`config.mk`:
```
export PLATFORM = sky130hd
export DESIGN_NAME = delimited_id_triple_parser_flat
export DESIGN_NICKNAME = d
export VERILOG_FILES = /design/src/sv/idtp_pkg.sv /design/src/sv/idtp_if.sv /design/src/sv/idtp_in_reg.sv /design/src/sv/idtp_delim.sv /design/src/sv/idtp_parse.sv /design/src/sv/delimited_id_triple_parser.sv /design/src/flat_wrapper.sv
export SDC_FILE = /design/constraint.sdc
export NUM_CORES = 1
export LEC_CHECK = 0
export BUFFER_PORTS_ARGS = -buffer_cell sky130_fd_sc_hd__buf_4
export CAP_MARGIN = 40
export CORE_MARGIN = 10
export CORE_UTILIZATION = 46
export CTS_BUF_LIST = sky130_fd_sc_hd__clkbuf_8 sky130_fd_sc_hd__clkbuf_16
export DETAILED_ROUTE_END_ITERATION = 16
export SETUP_SLACK_MARGIN = 0.5
export SYNTH_ARGS = -nofsm -noshare
export SYNTH_HDL_FRONTEND = slang
export SYNTH_SLANG_ARGS = --single-unit
```
`constraint.sdc`:
```
create_clock -name clk -period 8.18 [get_ports clk]
set_clock_uncertainty 0.1 [all_clocks]
set_input_delay 1.636 -clock clk [delete_from_list [all_inputs] [get_ports clk]]
set_output_delay 1.636 -clock clk [all_outputs]
set_load 0.03 [all_outputs]
```
`src/sv/idtp_pkg.sv`:
```
package idtp_pkg;

  localparam int CH_W      = 8;
  localparam int VAL_W     = 16;
  localparam int STS_W     = 3;
  localparam int MAG_W     = 17;
  localparam int CFG_W     = 64;
  localparam int CFG_IDX_W = 2;
  localparam int CNTR_W    = 5;

  // custom delimiter slots held in the two byte-packed registers
  localparam int DELIM_SLOTS = 16;

  localparam logic [STS_W-1:0] STS_OK        = 3'd0;
  localparam logic [STS_W-1:0] STS_MISSING   = 3'd1;
  localparam logic [STS_W-1:0] STS_TOO_LONG  = 3'd2;
  localparam logic [STS_W-1:0] STS_RANGE     = 3'd3;
  localparam logic [STS_W-1:0] STS_BAD_CHAR  = 3'd4;

  localparam logic [CFG_IDX_W-1:0] CFG_USE_DEFAULT = 2'd0;
  localparam logic [CFG_IDX_W-1:0] CFG_DELIM_COUNT = 2'd1;
  localparam logic [CFG_IDX_W-1:0] CFG_CHARS_LOW   = 2'd2;
  localparam logic [CFG_IDX_W-1:0] CFG_CHARS_HIGH  = 2'd3;

  localparam logic [CH_W-1:0] DELIM_COLON  = 8'h3a;
  localparam logic [CH_W-1:0] DELIM_PERIOD = 8'h2e;
  localparam logic [CH_W-1:0] DELIM_SLASH  = 8'h2f;

  localparam logic [MAG_W-1:0] MAG_CAP = 17'h10000;

  typedef struct packed {
    logic            valid;
    logic [CH_W-1:0] ch;
    logic            last;
  } in_item_t;

endpackage

```
`src/sv/idtp_if.sv`:
```
interface idtp_in_if;
  logic       valid;
  logic       ready;
  logic [7:0] ch;
  logic       last;

  modport source (output valid, output ch, output last, input ready);
  modport sink   (input valid, input ch, input last, output ready);
endinterface

interface idtp_out_if;
  logic        valid;
  logic        ready;
  logic [2:0]  status;
  logic [15:0] site_value;
  logic [15:0] application_value;
  logic [15:0] entity_value;

  modport source (output valid, output status, output site_value,
                  output application_value, output entity_value, input ready);
  modport sink   (input valid, input status, input site_value,
                  input application_value, input entity_value, output ready);
endinterface

```
`src/sv/idtp_in_reg.sv`:
```
module idtp_in_reg (
  input  logic              clk,
  input  logic              rst_n,
  idtp_in_if.sink           in_bus,
  input  logic              advance,
  output idtp_pkg::in_item_t item
);
  import idtp_pkg::*;

  logic            valid_r, valid_nxt;
  logic [CH_W-1:0] ch_r;
  logic            last_r;
  logic            take;

  assign in_bus.ready = !valid_r || advance;
  assign take         = in_bus.valid && in_bus.ready;

  always_comb begin
    valid_nxt = valid_r;
    if (take) begin
      valid_nxt = 1'b1;
    end else if (advance) begin
      valid_nxt = 1'b0;
    end
  end

  always_ff @(posedge clk) begin
    if (!rst_n) begin
      valid_r <= 1'b0;
    end else begin
      valid_r <= valid_nxt;
    end
  end

  // payload holds until the next transaction
  always_ff @(posedge clk) begin
    if (take) begin
      ch_r   <= in_bus.ch;
      last_r <= in_bus.last;
    end
  end

  assign item.valid = valid_r;
  assign item.ch    = ch_r;
  assign item.last  = last_r;

endmodule

```
`src/sv/idtp_delim.sv`:
```
module idtp_delim (
  input  logic                          clk,
  input  logic                          rst_n,
  input  logic                          cfg_we,
  input  logic [idtp_pkg::CFG_IDX_W-1:0] cfg_index,
  input  logic [idtp_pkg::CFG_W-1:0]     cfg_data,
  input  logic [idtp_pkg::CH_W-1:0]      ch,
  output logic                          set_hit
);
  import idtp_pkg::*;

  logic              use_def_r;
  logic [CNTR_W-1:0] dcount_r;
  logic [CFG_W-1:0]  dlow_r;
  logic [CFG_W-1:0]  dhigh_r;

  always_ff @(posedge clk) begin
    if (!rst_n) begin
      use_def_r <= 1'b1;
      dcount_r  <= '0;
      dlow_r    <= '0;
      dhigh_r   <= '0;
    end else if (cfg_we) begin
      case (cfg_index)
        CFG_USE_DEFAULT: use_def_r <= cfg_data[0];
        CFG_DELIM_COUNT: dcount_r  <= cfg_data[CNTR_W-1:0];
        CFG_CHARS_LOW:   dlow_r    <= cfg_data;
        CFG_CHARS_HIGH:  dhigh_r   <= cfg_data;
        default: ;
      endcase
    end
  end

  logic [2*CFG_W-1:0] slots;
  logic [CNTR_W-1:0]  n_used;
  logic               custom_hit;
  logic               prefix_ok;
  logic [CH_W-1:0]    slot_ch;

  assign slots  = {dhigh_r, dlow_r};
  assign n_used = (dcount_r > CNTR_W'(DELIM_SLOTS)) ? CNTR_W'(DELIM_SLOTS) : dcount_r;

  // a zero byte ends the custom set: later slots never match
  always_comb begin
    custom_hit = 1'b0;
    prefix_ok  = 1'b1;
    slot_ch    = '0;
    for (int i = 0; i < DELIM_SLOTS; i++) begin
      slot_ch = slots[CH_W*i +: CH_W];
      if ((CNTR_W'(i) < n_used) && prefix_ok && (slot_ch == ch)) begin
        custom_hit = 1'b1;
      end
      prefix_ok = prefix_ok && (slot_ch != '0);
    end
  end

  assign set_hit = use_def_r ? ((ch == DELIM_COLON) || (ch == DELIM_PERIOD) ||
                                (ch == DELIM_SLASH))
                             : custom_hit;

endmodule

```
`src/sv/idtp_parse.sv`:
```
module idtp_parse #(
  parameter int MAX_CHARS = 64
) (
  input  logic               clk,
  input  logic               rst_n,
  input  idtp_pkg::in_item_t item,
  input  logic               set_hit,
  output logic               advance,
  idtp_out_if.source         out_bus
);
  import idtp_pkg::*;

  localparam int CNT_W = $clog2(MAX_CHARS + 2);
  localparam int SUM_W = MAG_W + 4;

  typedef enum logic [2:0] {
    PH_START, PH_SPACE, PH_SIGN, PH_ZERO, PH_HEXPFX, PH_DIGITS, PH_DONE
  } phase_t;

  typedef enum logic [1:0] {RDX_8, RDX_10, RDX_16} radix_t;

  logic [CNT_W-1:0] cnt_r, cnt_nxt;
  logic [1:0]       fidx_r, fidx_nxt;
  logic [CH_W-1:0]  delim_r, delim_nxt;
  phase_t           phase_r, phase_nxt;
  radix_t           radix_r, radix_nxt;
  logic [MAG_W-1:0] mag_r, mag_nxt;
  logic             neg_r, neg_nxt;
  logic             stop_r, stop_nxt;
  logic [VAL_W-1:0] f0_r, f0_nxt;
  logic [VAL_W-1:0] f1_r, f1_nxt;
  logic [STS_W-1:0] err_r, err_nxt;
  logic             ended_r, ended_nxt;

  logic             out_valid_r;
  logic [STS_W-1:0] sts_r, sts_nxt;
  logic [VAL_W-1:0] site_r, site_nxt;
  logic [VAL_W-1:0] app_r, app_nxt;
  logic [VAL_W-1:0] ent_r, ent_nxt;

  logic [CH_W-1:0] ch;
  logic            is_space, is_dec, is_oct, is_nz, is_hex, digit_ok;
  logic [3:0]      dval;
  logic [SUM_W-1:0] mag_ext, scaled, sum;
  logic [MAG_W-1:0] mag_step;
  logic            delim_hit, value_ok_cur, value_ok_nxt, bad_end;
  logic            finish;

  assign ch = item.ch;

  // a result waits only for the final character of a string
  assign advance = item.valid && (!item.last || !out_valid_r || out_bus.ready);
  assign finish  = advance && item.last;

  always_comb begin
    is_space = (ch == 8'h20) || (ch inside {[8'h09:8'h0d]});
    is_dec   = ch inside {[8'h30:8'h39]};
    is_oct   = ch inside {[8'h30:8'h37]};
    is_nz    = ch inside {[8'h31:8'h39]};
    is_hex   = is_dec || (ch inside {[8'h41:8'h46]}) || (ch inside {[8'h61:8'h66]});
    dval     = is_dec ? ch[3:0] : 4'(ch[3:0] + 4'd9);
    case (radix_r)
      RDX_8:   digit_ok = is_oct;
      RDX_10:  digit_ok = is_dec;
      RDX_16:  digit_ok = is_hex;
      default: digit_ok = 1'b0;
    endcase
  end

  // magnitude step with constant radix: shifts and adds, then saturate
  always_comb begin
    mag_ext = SUM_W'(mag_r);
    case (radix_r)
      RDX_8:   scaled = mag_ext << 3;
      RDX_10:  scaled = (mag_ext << 3) + (mag_ext << 1);
      RDX_16:  scaled = mag_ext << 4;
      default: scaled = mag_ext;
    endcase
    sum      = scaled + SUM_W'(dval);
    mag_step = (sum > SUM_W'(MAG_CAP)) ? MAG_CAP : sum[MAG_W-1:0];
  end

  assign delim_hit    = (fidx_r == 2'd0) ? set_hit : (ch == delim_r);
  assign value_ok_cur = !(neg_r && (mag_r != '0)) && !mag_r[MAG_W-1];
  assign bad_end      = !((phase_r == PH_START) || (phase_r == PH_ZERO) ||
                          (phase_r == PH_DIGITS));

  always_comb begin
    cnt_nxt   = (cnt_r <= CNT_W'(MAX_CHARS)) ? cnt_r + CNT_W'(1) : cnt_r;
    fidx_nxt  = fidx_r;
    delim_nxt = delim_r;
    phase_nxt = phase_r;
    radix_nxt = radix_r;
    mag_nxt   = mag_r;
    neg_nxt   = neg_r;
    stop_nxt  = stop_r;
    f0_nxt    = f0_r;
    f1_nxt    = f1_r;
    err_nxt   = err_r;
    ended_nxt = ended_r;

    if (!ended_r && !stop_r) begin
      if (ch == '0) begin
        ended_nxt = 1'b1;
      end else if ((fidx_r < 2'd2) && delim_hit) begin
        if (!value_ok_cur) begin
          stop_nxt = 1'b1;
          err_nxt  = STS_RANGE;
        end else begin
          if (fidx_r == 2'd0) begin
            f0_nxt = mag_r[VAL_W-1:0];
          end else begin
            f1_nxt = mag_r[VAL_W-1:0];
          end
          if (bad_end) begin
            stop_nxt = 1'b1;
            err_nxt  = STS_BAD_CHAR;
          end else begin
            if (fidx_r == 2'd0) begin
              delim_nxt = ch;
            end
            fidx_nxt  = fidx_r + 2'd1;
            phase_nxt = PH_START;
            radix_nxt = RDX_10;
            mag_nxt   = '0;
            neg_nxt   = 1'b0;
          end
        end
      end else begin
        case (phase_r)
          PH_START, PH_SPACE: begin
            if (is_space) begin
              phase_nxt = PH_SPACE;
            end else if ((ch == 8'h2b) || (ch == 8'h2d)) begin
              neg_nxt   = (ch == 8'h2d);
              phase_nxt = PH_SIGN;
            end else if (ch == 8'h30) begin
              phase_nxt = PH_ZERO;
            end else if (is_nz) begin
              phase_nxt = PH_DIGITS;
              radix_nxt = RDX_10;
              mag_nxt   = MAG_W'(dval);
            end else begin
              phase_nxt = PH_DONE;
            end
          end
          PH_SIGN: begin
            if (ch == 8'h30) begin
              phase_nxt = PH_ZERO;
            end else if (is_nz) begin
              phase_nxt = PH_DIGITS;
              radix_nxt = RDX_10;
              mag_nxt   = MAG_W'(dval);
            end else begin
              phase_nxt = PH_DONE;
            end
          end
          PH_ZERO: begin
            if ((ch == 8'h78) || (ch == 8'h58)) begin
              phase_nxt = PH_HEXPFX;
            end else if (is_oct) begin
              phase_nxt = PH_DIGITS;
              radix_nxt = RDX_8;
              mag_nxt   = MAG_W'(dval);
            end else begin
              phase_nxt = PH_DONE;
            end
          end
          PH_HEXPFX: begin
            if (is_hex) begin
              phase_nxt = PH_DIGITS;
              radix_nxt = RDX_16;
              mag_nxt   = MAG_W'(dval);
            end else begin
              phase_nxt = PH_DONE;
            end
          end
          PH_DIGITS: begin
            if (digit_ok) begin
              mag_nxt = mag_step;
            end else begin
              phase_nxt = PH_DONE;
            end
          end
          default: phase_nxt = PH_DONE;
        endcase
      end
    end
  end

  assign value_ok_nxt = !(neg_nxt && (mag_nxt != '0)) && !mag_nxt[MAG_W-1];

  always_comb begin
    sts_nxt  = STS_OK;
    site_nxt = f0_nxt;
    app_nxt  = f1_nxt;
    ent_nxt  = '0;
    if (cnt_nxt > CNT_W'(MAX_CHARS)) begin
      sts_nxt  = STS_TOO_LONG;
      site_nxt = '0;
      app_nxt  = '0;
    end else if (stop_nxt) begin
      sts_nxt = err_nxt;
    end else if (fidx_nxt < 2'd2) begin
      sts_nxt = STS_MISSING;
    end else if (!value_ok_nxt) begin
      sts_nxt = STS_RANGE;
    end else begin
      ent_nxt = mag_nxt[VAL_W-1:0];
    end
  end

  always_ff @(posedge clk) begin
    if (!rst_n || finish) begin
      cnt_r   <= '0;
      fidx_r  <= '0;
      delim_r <= '0;
      phase_r <= PH_START;
      radix_r <= RDX_10;
      mag_r   <= '0;
      neg_r   <= 1'b0;
      stop_r  <= 1'b0;
      f0_r    <= '0;
      f1_r    <= '0;
      err_r   <= '0;
      ended_r <= 1'b0;
    end else if (advance) begin
      cnt_r   <= cnt_nxt;
      fidx_r  <= fidx_nxt;
      delim_r <= delim_nxt;
      phase_r <= phase_nxt;
      radix_r <= radix_nxt;
      mag_r   <= mag_nxt;
      neg_r   <= neg_nxt;
      stop_r  <= stop_nxt;
      f0_r    <= f0_nxt;
      f1_r    <= f1_nxt;
      err_r   <= err_nxt;
      ended_r <= ended_nxt;
    end
  end

  always_ff @(posedge clk) begin
    if (!rst_n) begin
      out_valid_r <= 1'b0;
    end else if (finish) begin
      out_valid_r <= 1'b1;
    end else if (out_bus.ready) begin
      out_valid_r <= 1'b0;
    end
  end

  always_ff @(posedge clk) begin
    if (finish) begin
      sts_r  <= sts_nxt;
      site_r <= site_nxt;
      app_r  <= app_nxt;
      ent_r  <= ent_nxt;
    end
  end

  assign out_bus.valid             = out_valid_r;
  assign out_bus.status            = sts_r;
  assign out_bus.site_value        = site_r;
  assign out_bus.application_value = app_r;
  assign out_bus.entity_value      = ent_r;

endmodule

```
`src/sv/delimited_id_triple_parser.sv`:
```
// channel  dir  handshake    payload
// in_bus   in   valid/ready  ch[7:0], last
// out_bus  out  valid/ready  status[2:0], site/application/entity_value[15:0]
// cfg      in   cfg_we       cfg_index[1:0], cfg_data[63:0]
//
// One character per cycle while no final character stalls; the input register
// holds each character until the parse state register takes its update.
// The output registers capture a result as its final character is taken.
// Only a final character stalls, and only while the previous result is not taken.
// Synchronous active-low reset clears the parse state and restores the
// default delimiter set.
module delimited_id_triple_parser #(
  parameter int MAX_CHARS = 64
) (
  input  logic                          clk,
  input  logic                          rst_n,
  idtp_in_if.sink                       in_bus,
  idtp_out_if.source                    out_bus,
  input  logic                          cfg_we,
  input  logic [idtp_pkg::CFG_IDX_W-1:0] cfg_index,
  input  logic [idtp_pkg::CFG_W-1:0]     cfg_data
);
  import idtp_pkg::*;

  in_item_t item;
  logic     advance;
  logic     set_hit;

  idtp_in_reg u_in_reg (
    .clk     (clk),
    .rst_n   (rst_n),
    .in_bus  (in_bus),
    .advance (advance),
    .item    (item)
  );

  idtp_delim u_delim (
    .clk       (clk),
    .rst_n     (rst_n),
    .cfg_we    (cfg_we),
    .cfg_index (cfg_index),
    .cfg_data  (cfg_data),
    .ch        (item.ch),
    .set_hit   (set_hit)
  );

  idtp_parse #(
    .MAX_CHARS (MAX_CHARS)
  ) u_parse (
    .clk     (clk),
    .rst_n   (rst_n),
    .item    (item),
    .set_hit (set_hit),
    .advance (advance),
    .out_bus (out_bus)
  );

endmodule

```
`src/flat_wrapper.sv`:
```
// flat-port wrapper written by rule: the top's interface ports become plain ports
module delimited_id_triple_parser_flat import idtp_pkg::*;
#(
  parameter int MAX_CHARS = 64
)
  (clk, rst_n, cfg_we, cfg_index, cfg_data, in_bus_valid, in_bus_ch, in_bus_last, in_bus_ready, out_bus_valid, out_bus_status, out_bus_site_value, out_bus_application_value, out_bus_entity_value, out_bus_ready);
  idtp_in_if in_bus_i ();
  idtp_out_if out_bus_i ();
  input  logic clk;
  input  logic rst_n;
  input  logic cfg_we;
  input  logic [idtp_pkg::CFG_IDX_W-1:0] cfg_index;
  input  logic [idtp_pkg::CFG_W-1:0] cfg_data;
  input wire logic [$bits(in_bus_i.valid)-1:0] in_bus_valid;
  input wire logic [$bits(in_bus_i.ch)-1:0] in_bus_ch;
  input wire logic [$bits(in_bus_i.last)-1:0] in_bus_last;
  output wire logic [$bits(in_bus_i.ready)-1:0] in_bus_ready;
  output wire logic [$bits(out_bus_i.valid)-1:0] out_bus_valid;
  output wire logic [$bits(out_bus_i.status)-1:0] out_bus_status;
  output wire logic [$bits(out_bus_i.site_value)-1:0] out_bus_site_value;
  output wire logic [$bits(out_bus_i.application_value)-1:0] out_bus_application_value;
  output wire logic [$bits(out_bus_i.entity_value)-1:0] out_bus_entity_value;
  input wire logic [$bits(out_bus_i.ready)-1:0] out_bus_ready;
  assign in_bus_i.valid = in_bus_valid;
  assign in_bus_i.ch = in_bus_ch;
  assign in_bus_i.last = in_bus_last;
  assign in_bus_ready = in_bus_i.ready;
  assign out_bus_valid = out_bus_i.valid;
  assign out_bus_status = out_bus_i.status;
  assign out_bus_site_value = out_bus_i.site_value;
  assign out_bus_application_value = out_bus_i.application_value;
  assign out_bus_entity_value = out_bus_i.entity_value;
  assign out_bus_i.ready = out_bus_ready;
  delimited_id_triple_parser #(.MAX_CHARS(MAX_CHARS)) u_core (.clk(clk), .rst_n(rst_n), .in_bus(in_bus_i), .out_bus(out_bus_i), .cfg_we(cfg_we), .cfg_index(cfg_index), .cfg_data(cfg_data));
endmodule
```
[Word level (Yosys, flattened, before mapping)]
Cells that the tools add are included.
Word-level totals
  memory bits (read-only): 0
  register bits: 273
  memories kept: 0
  bits in writable memories: 0
  word-level logic and storage cells: 326
  bits of input ports: 80
  bits in latches: 0
Operators by class
  reductions and logical operators: 118
  add/sub/neg operators: 5
  div/mod/pow operators: 0
  shift-type cells: 0
  bitwise gates (word level): 2
  equal/unequal tests: 44
  muxes and demuxes: 101
  magnitude comparators: 32
  multipliers: 0
Operators by type and width (count)
  17-bit two-way mux: 14
  16-bit two-way mux: 10
  8-bit == test: 17
  8-bit nonzero test: 15
  17-bit one-hot mux with 5 select lines: 1
  21-bit one-hot mux with 3 select lines: 1
  1-bit logical AND: 60
  8-bit by 6-bit == test with 1-bit output (second input constant): 7
  2-bit two-way mux: 21
  4-bit by 5-bit < comparator with 1-bit output (first input constant): 8
  3-bit two-way mux: 13
  1-bit two-way mux: 35
  17-bit nonzero test: 2
  20-bit by 18-bit adder with 21-bit output: 1
  21-bit by 4-bit adder with 21-bit output: 1
  21-bit by 17-bit > comparator with 1-bit output (second input constant): 1
  3-bit by 5-bit < comparator with 1-bit output (first input constant): 4
  8-bit by 7-bit == test with 1-bit output (second input constant): 2
  8-bit by 6-bit greater-or-equal comparator with 1-bit output (second input constant): 2
  8-bit by 7-bit greater-or-equal comparator with 1-bit output (second input constant): 2
  8-bit by 6-bit <= comparator with 1-bit output (second input constant): 2
  8-bit by 7-bit <= comparator with 1-bit output (second input constant): 2
  3-bit one-hot mux with 5 select lines: 1
  1-bit logical OR: 13
  38 further kinds: 67

[Depth between registers and ports, before layout]
Gate-level depths: netlist (run 1).
  word-level depth: 33
  depth in mapped cells: 25
  gate-level depth less buffers: 20

[Modules after synthesis]
A second synthesis (run 1) with hierarchy kept.
Unflattened totals
  cells, all modules: 1991
  area total of the unflattened synthesis: 16295.6 sq um
By module, submodules not included
  idtp_parse: cells each 1117, seq. area each 3093.0 sq um, times used 1, area each 8974.9 sq um
  idtp_delim: cells each 858, seq. area each 2682.6 sq um, times used 1, area each 6977.9 sq um
  idtp_in_reg: cells each 16, seq. area each 290.3 sq um, times used 1, area each 342.8 sq um

[Worst setup path after synthesis (run 1)]
No wires, ideal clock.
  path kind: register to register
  start: register u_core.u_in_reg.ch_r[0]
  end: register u_core.u_parse.ent_r[7] (netlist: u_core.u_parse.out_bus.entity_value[7]) (data pin)
  setup slack: 2.102 ns
  cell stages (with the launch flop): 24
  arrival time: 5.720 ns
  clock period less this slack: 6.078 ns
  required time: 7.822 ns
  path through: edfxtp_1 > clkbuf_1 > buf_1 > inv_1 > ha_1 > o21ai_0 > a21oi_1 > xnor2_1 > ha_1 > fa_1 > a21o_1 > a21o_1 > and3_1 > or3b_1 > nor2b_1 > nand2_1 > xnor2_1 > or4_1 > o41a_1 > a211o_1 > o21a_1 > a31oi_4 > buf_6 > nor3_1
Between the ends
  longest elaborated chain between the ends: 30
RTL lines
  start: declaration: RTL line idtp_in_reg.sv:11  | logic [CH_W-1:0] ch_r;
  start signal: assignment: RTL line idtp_in_reg.sv:38  | ch_r <= in_bus.ch;
  branches (longest 30 deep; another with 21-bit by 4-bit adder with 21-bit output)
  end signal: assignment: RTL line idtp_parse.sv:258  | ent_r <= ent_nxt;
  end: declaration: RTL line idtp_parse.sv:39  | logic [VAL_W-1:0] ent_r, ent_nxt;
Several ways; the timed one is not identified.
A chain may end at the register's enable or synchronous reset.

[Final worst setup path (run 1)]
  start: register u_core.u_in_reg.ch_r[0]
  end: register u_core.u_parse.ent_r[4] (netlist: u_core.u_parse.out_bus.entity_value[4]) (data pin)
The elaborated chain is that of the path after synthesis.

==> results of run 1 <==
## stage by stage
stage          total power, W  utilization, %  instance area, µm²  setup slack [ps]
5_1_grt               0.00334            53.7               18100               516
3_5_place_dp          0.00186            50.6               17100              1120
4_1_cts               0.00325            53.7               18100              1080
2_1_floorplan         0.00172               -               15800              2100
3_3_place_gp          0.00185            50.3               16900              1350
6_report              0.00322            53.7               18100              1010
## cells by family (layout without fill, tap and decap cells)
logic type / after synthesis / in the layout / share of synthesized area [%]
mux: 83 / 83 / 5.44
simple gates: 754 / 754 / 22.3
flops: 273 / 273 / 38.4
compound gates: 409 / 409 / 18.4
fa+ha+maj: 28 / 28 / 2.31
buf+inv: 168 / 240 / 4.35
xor+xnor: 161 / 161 / 8.92
## flip-flops by register name, indices dropped and copies added, names as in the netlist, 2 cells and up
name,flops
u_core.u_parse.f1_r,16
u_core.u_parse.err_r,3
u_core.u_parse.fidx_r,2
u_core.u_parse.out_bus.site_value,16
u_core.u_parse.out_bus.application_value,16
u_core.u_parse.mag_r,17
u_core.u_delim.dcount_r,5
u_core.u_parse.delim_r,8
u_core.u_parse.f0_r,16
u_core.u_in_reg.ch_r,8
u_core.u_delim.dlow_r,64
u_core.u_parse.out_bus.status,3
u_core.u_parse.radix_r,2
u_core.u_parse.out_bus.entity_value,16
u_core.u_delim.dhigh_r,64
u_core.u_parse.cnt_r,7
u_core.u_parse.phase_r,3
## layout by cell type (no fill, tap or decap), types with 9 or more instances in the layout
master	instances
a211oi_1	32
a21boi_0	132
a21o_1	11
a21oi_1	67
a22oi_1	12
a31oi_1	10
a32oi_1	15
and3_1	9
buf_4	153
clkbuf_16	32
dfxtp_1	213
edfxtp_1	60
ha_1	26
inv_1	35
mux2i_1	78
nand2_1	342
nand2b_1	13
nand3_1	29
nand4_1	28
nor2_1	151
nor2b_1	15
nor3_1	30
nor3_2	10
nor4_1	59
o211ai_1	9
o21a_1	11
o21ai_0	40
or3_1	17
xnor2_1	62
xor2_1	99
## layer usage
metal | part of all wire (%) | track usage (%)
met5 | 0 | 0
met4 | 4.5 | 9.87
met3 | 5.0 | 3.29
met2 | 48 | 38.3
met1 | 42 | 26.9
## worst paths after layout
kind | start | endpoint | slack (ps)
min reg2reg | u_core.u_parse.ended_r$_SDFFE_PP0P_ | u_core.u_parse.ended_r$_SDFFE_PP0P_ | 370
max | u_core.u_in_reg.ch_r[0]$_DFFE_PP_ | u_core.u_parse.out_bus.entity_value[4]$_SDFFCE_PP0P_ | 1010
min | u_core.u_parse.ended_r$_SDFFE_PP0P_ | u_core.u_parse.ended_r$_SDFFE_PP0P_ | 370
max reg2reg | u_core.u_in_reg.ch_r[0]$_DFFE_PP_ | u_core.u_parse.out_bus.entity_value[4]$_SDFFCE_PP0P_ | 1010
## worst max-delay path, stage by stage, from the launching register on
cell      delay, ps
edfxtp_1        750
buf_4           390
ha_1            280
o21ai_0         190
a21o_1          280
o21ai_0         530
fa_1            350
a21o_1          140
a21o_1          150
and3_1          220
or3b_1          410
nor2b_1         280
nand2_1         140
xnor2_1         220
or4_1           540
o41a_1          490
a211oi_1        470
a21oi_2         170
a31oi_4         630
nor3_1          140
## power by group through the flow
stage          Sequential, W  Combinational [W]  Clock, W
5_1_grt              0.00146           0.000413   0.00147
4_1_cts              0.00145           0.000377   0.00142
3_3_place_gp         0.00148           0.000368         0
6_report             0.00145           0.000377   0.00139
2_1_floorplan        0.00147           0.000249         0
3_5_place_dp         0.00148           0.000376         0
## final cells by class
cell class / instances / area [µm²]
fillers: 3217 / 15600
multi-input cells: 1435 / 9080
flip-flops and latches: 273 / 6070
repair buffers: 158 / 1260
clock buffers: 35 / 842
well taps: 448 / 561
clock inverters: 20 / 178
inverters: 27 / 104
==> flow_summary.toml, run 1 <==
[outcome]
status = "completed"

[sta]
post-route-min-period_ps = 7170
slew_headroom_pct = 41.8
setup_violations = 0
hold_viol = 0
fmax_mhz = 140
maxSlewViolCount = 0
holdWs_ps = 366
period_share_pct = 87.6
tightest_slew_ps = 874
rsz0062_at_grt = "no"
fin_tns_setup_ps = 0

[logic_synthesis]
synth-seq-cells = 273
yosysTopAreaCellShare_pct = 27.0
syn-num-nets = 1984
syn_area_per_cell_um2 = 8.43
synth_largest_area_cell = "dfxtp_1"
synth_cell_types = 88
synth.most_common_cell = "nand2_1"
synth_top_cells_by_count = "342 x nand2_1, 213 x dfxtp_1, 152 x nor2_1"
async_flop_share_pct = 0
netlist_area_um2 = 15800
ys_top_cells_by_area = "dfxtp_1 27%, edfxtp_1 11%, nand2_1 8.1%"
synth_edf_count = 60
ys_dominant_reg_cell = "dfxtp_1"
ys_seq_area_share_pct = 38.4
synthCells = 1876
yosys_warnings = 0

[clock_tree]
clkTransAtPathRegs_ps = 60
cts_resized = 0
clock-root-buffer = "clkbuf_16"
cts_setup_buffers = 0
cts_num_sinks = 273
clk_latency_ps = 580
numCtsBuffers = 31
hold_buffers = 0
cts_buffer_depth = 3
cts_tree = "done"
ctsHtreeMaxLevel = 1

[power_and_ir_drop]
internal_power_w = 0.00238
switchingPower_w = 0.000841
clkPwrFrac_pct = 43.2
switching_share_pct = 26.1
power_frac_seq_pct = 45.1
pwr-share-comb_pct = 11.7
ir_worst_vdd_mv = 0.141
powerDensity_nw_per_um2 = 178
p_leak_nw = 7.01

[route]
drt_iter0_drc = 840
ant_nets = 0
wl_per_cell_um = 20.2
num_vias = 13696
drt-pass1-iter-count = 6
via_per_inst = 5.72
drcViolationCount = 0
drt-total-wl_mm = 48.3

[job]
maxCapViolCount = 0

[die]
rows = 67
dieArea_um2 = 42200
fp.dieW_um = 205
io-pin-count = 133
chipHeight_um = 205
coreArea_um2 = 33700
initial_core_util_pct = 46.9

[global_route]
antenna_found_initial = 0
grt_pass1_wl_mm = 75.3
grt_pass1_vias = 13279
grt_start_max_net_pins = 71
track_usage_pct = 22.2
overflow = 0

[critical_path]
r2r_cells = 19
end_kind = "flop"
crit_required_ps = 8370
path_class = "reg2reg"
critPathMaxFanout = 17
worstPathArrival_ps = 7360
worstSetupStartpointType = "flop"

[layout]
fin_nets = 2034
diodes = 0
area_growth_syn_to_layout_pct = 14.4
instances_no_fill = 2396
drive_gt1_share_pct = 12.9

[min_path]
hold_depth = 2
worstHoldPathType = "reg2reg"

[placement]
dpl.hpwl_mm = 34.2
dp.cells = 2341
port_buffers = 132
gp_congestion = 0.903
(Power assumes the default switching activity.)
==> run 2: changes to the inputs <==
--- a/config.mk
+++ b/config.mk
@@ -8,7 +8,7 @@
 export BUFFER_PORTS_ARGS = -buffer_cell sky130_fd_sc_hd__buf_4
 export CAP_MARGIN = 40
 export CORE_MARGIN = 10
-export CORE_UTILIZATION = 46
+export CORE_UTILIZATION = 40
 export CTS_BUF_LIST = sky130_fd_sc_hd__clkbuf_8 sky130_fd_sc_hd__clkbuf_16
 export DETAILED_ROUTE_END_ITERATION = 16
 export SETUP_SLACK_MARGIN = 0.5
==> run 2 against run 1 <==
Maximum frequency rose by 4.2%. Largest cell class unchanged. Design area rose by 0.15%. Utilization fell by 7.0 points. Critical endpoint is now u_core.u_parse.out_bus.entity_value[5]$_SDFFCE_PP0P_. Register-to-register slack improved by 290 ps. Highest routed layer unchanged. Final cell count rose by 3.0%. Non-clock buffer count rose by 1.
==> flow_summary.toml, run 2 (synthesis gave the netlist of run 1 again) <==
[layout]
instances_no_fill = 2468
reg_top3 = "u_core.u_delim.dhigh_r (64), u_core.u_delim.dlow_r (64), u_core.u_parse.mag_r (17)"
mostFrequentLayoutCells = "342 x nand2_1, 213 x dfxtp_1, 154 x buf_4, 151 x nor2_1, 132 x a21boi_0"
area_growth_syn_to_layout_pct = 14.6
fin_nets = 2034
utilization_pct = 46.7
final_common_cell = "nand2_1"
diodes = 0
drive_gt1_share_pct = 12.7

[min_path]
worstHoldPathType = "reg2reg"
worstHoldEndpoint = "u_core.u_parse.delim_r[3]$_SDFFE_PP0P_"
hp-start = "u_core.u_parse.delim_r[3]$_SDFFE_PP0P_"
hold_depth = 2

[die]
initial_core_util_pct = 40.7
fp.dieW_um = 219
coreArea_um2 = 38800
dieArea_um2 = 47900
chipHeight_um = 219
rows = 72
io-pin-count = 133

[clock_tree]
cts_tree = "done"
numCtsBuffers = 30
clk_latency_ps = 560
cts_resized = 0
clock-root-buffer = "clkbuf_16"
hold_buffers = 0
cts_num_sinks = 273
clkTransAtPathRegs_ps = 60
cts_setup_buffers = 0
cts_buffer_depth = 3
ctsHtreeMaxLevel = 1

[sta]
hold_viol = 0
maxSlewViolCount = 0
post-route-min-period_ps = 6880
rsz0062_at_grt = "no"
slew_headroom_pct = 43.1
period_share_pct = 84.1
tightest_slew_ps = 853
setup_violations = 0
fin_ws_ps = 1300
holdWs_ps = 373
fin_tns_setup_ps = 0
fmax_mhz = 145

[outcome]
status = "completed"

[global_route]
grt_pass1_vias = 13465
grt_start_max_net_pins = 100
antenna_found_initial = 0
overflow = 0
grt_pass1_wl_mm = 73.3
track_usage_pct = 18.6

[route]
ant_nets = 0
num_vias = 13673
drcViolationCount = 0
drt-total-wl_mm = 45.8
wl_per_cell_um = 18.5
via_per_inst = 5.54
drt_iter0_drc = 821
drt-pass1-iter-count = 5

[critical_path]
end_kind = "flop"
worstSetupStartpointType = "flop"
critPathMaxFanout = 17
crit_required_ps = 8360
rr_startpoint = "u_core.u_in_reg.ch_r[0]$_DFFE_PP_"
r2r_cells = 20
worstPathArrival_ps = 7050
path_class = "reg2reg"
r2r_slack_ps = 1300
r2r-end = "u_core.u_parse.out_bus.entity_value[5]$_SDFFCE_PP0P_"

[placement]
dpl.hpwl_mm = 32.4
port_buffers = 132
dp.cells = 2412
pre_cts_slack_ps = 1450
gp_congestion = 0.919

[job]
maxCapViolCount = 0

[power_and_ir_drop]
ir_worst_vdd_mv = 0.156
powerDensity_nw_per_um2 = 173
p_leak_nw = 7.00
## run 2: changes by cell type in the layout (fill, tap and decap cells not counted), sizes merged
cell      delta
buf          +1
clkinv       +1
inv          +3
bufinv       -1
clkbuf       -1
clkinvlp     -1
## run 2: routing by layer
layer,routed length [µm],up-vias,global-route usage [%]
met1,20200,6518,23.7
met4,1280,0,5.79
li1,-,6715,-
met2,22100,349,31.7
met3,2170,91,2.72
met5,0,-,0
## run 2: through the flow
stage,total power (W),instance area (µm²)
2_1_floorplan,0.00172,15800
3_3_place_gp,0.00185,17000
3_5_place_dp,0.00185,17100
4_1_cts,0.00316,18100
5_1_grt,0.00326,18100
6_report,0.00314,18100
## run 2: layout make-up
type                       count  area, µm²
fill                        3786      20700
timing repair buffer         159       1250
clock buffer                  34        817
sequential                   273       6070
clock inverter                22        148
multi-input combinational   1435       9080
inverter                      27        104
tap                          518        648
## run 2: worst max-delay path, stage by stage, from the launching register on
cell	delay, ps
edfxtp_1	710
inv_1	150
ha_1	290
o21ai_0	420
a21oi_1	240
xnor2_1	250
ha_1	240
fa_1	240
a21o_1	130
a21o_1	160
and3_1	210
or3b_1	400
nor2b_1	250
nand2_1	140
xnor2_1	220
or4_1	550
o41a_1	480
a211oi_1	480
a211oi_1	220
a31oi_4	580
nor3_1	140
## run 2: report_power, final
part           switching (W)  total, W  internal [W]
sequential         0.0000397   0.00145       0.00141
clock               0.000539   0.00131      0.000771
combinational       0.000228  0.000377      0.000149
## run 2: worst max-delay path by stage
| stage | from | endpoint | slack, ps | cells after the start |
|---|---|---|---|---|
| 2_1_floorplan | u_core.u_in_reg.ch_r[0]$_DFFE_PP_ | u_core.u_parse.out_bus.entity_value[7]$_SDFFCE_PP0P_ | 2100 | 23 |
| 3_3_place_gp | u_core.u_in_reg.ch_r[0]$_DFFE_PP_ | u_core.u_parse.out_bus.entity_value[7]$_SDFFCE_PP0P_ | 1730 | 20 |
| 3_5_place_dp | u_core.u_in_reg.ch_r[0]$_DFFE_PP_ | u_core.u_parse.out_bus.entity_value[5]$_SDFFCE_PP0P_ | 1450 | 20 |
| 4_1_cts | u_core.u_in_reg.ch_r[0]$_DFFE_PP_ | u_core.u_parse.out_bus.entity_value[5]$_SDFFCE_PP0P_ | 1420 | 20 |
| 5_1_grt | u_core.u_in_reg.ch_r[0]$_DFFE_PP_ | u_core.u_parse.out_bus.entity_value[4]$_SDFFCE_PP0P_ | 780 | 20 |
| 6_report | u_core.u_in_reg.ch_r[0]$_DFFE_PP_ | u_core.u_parse.out_bus.entity_value[5]$_SDFFCE_PP0P_ | 1300 | 20 |
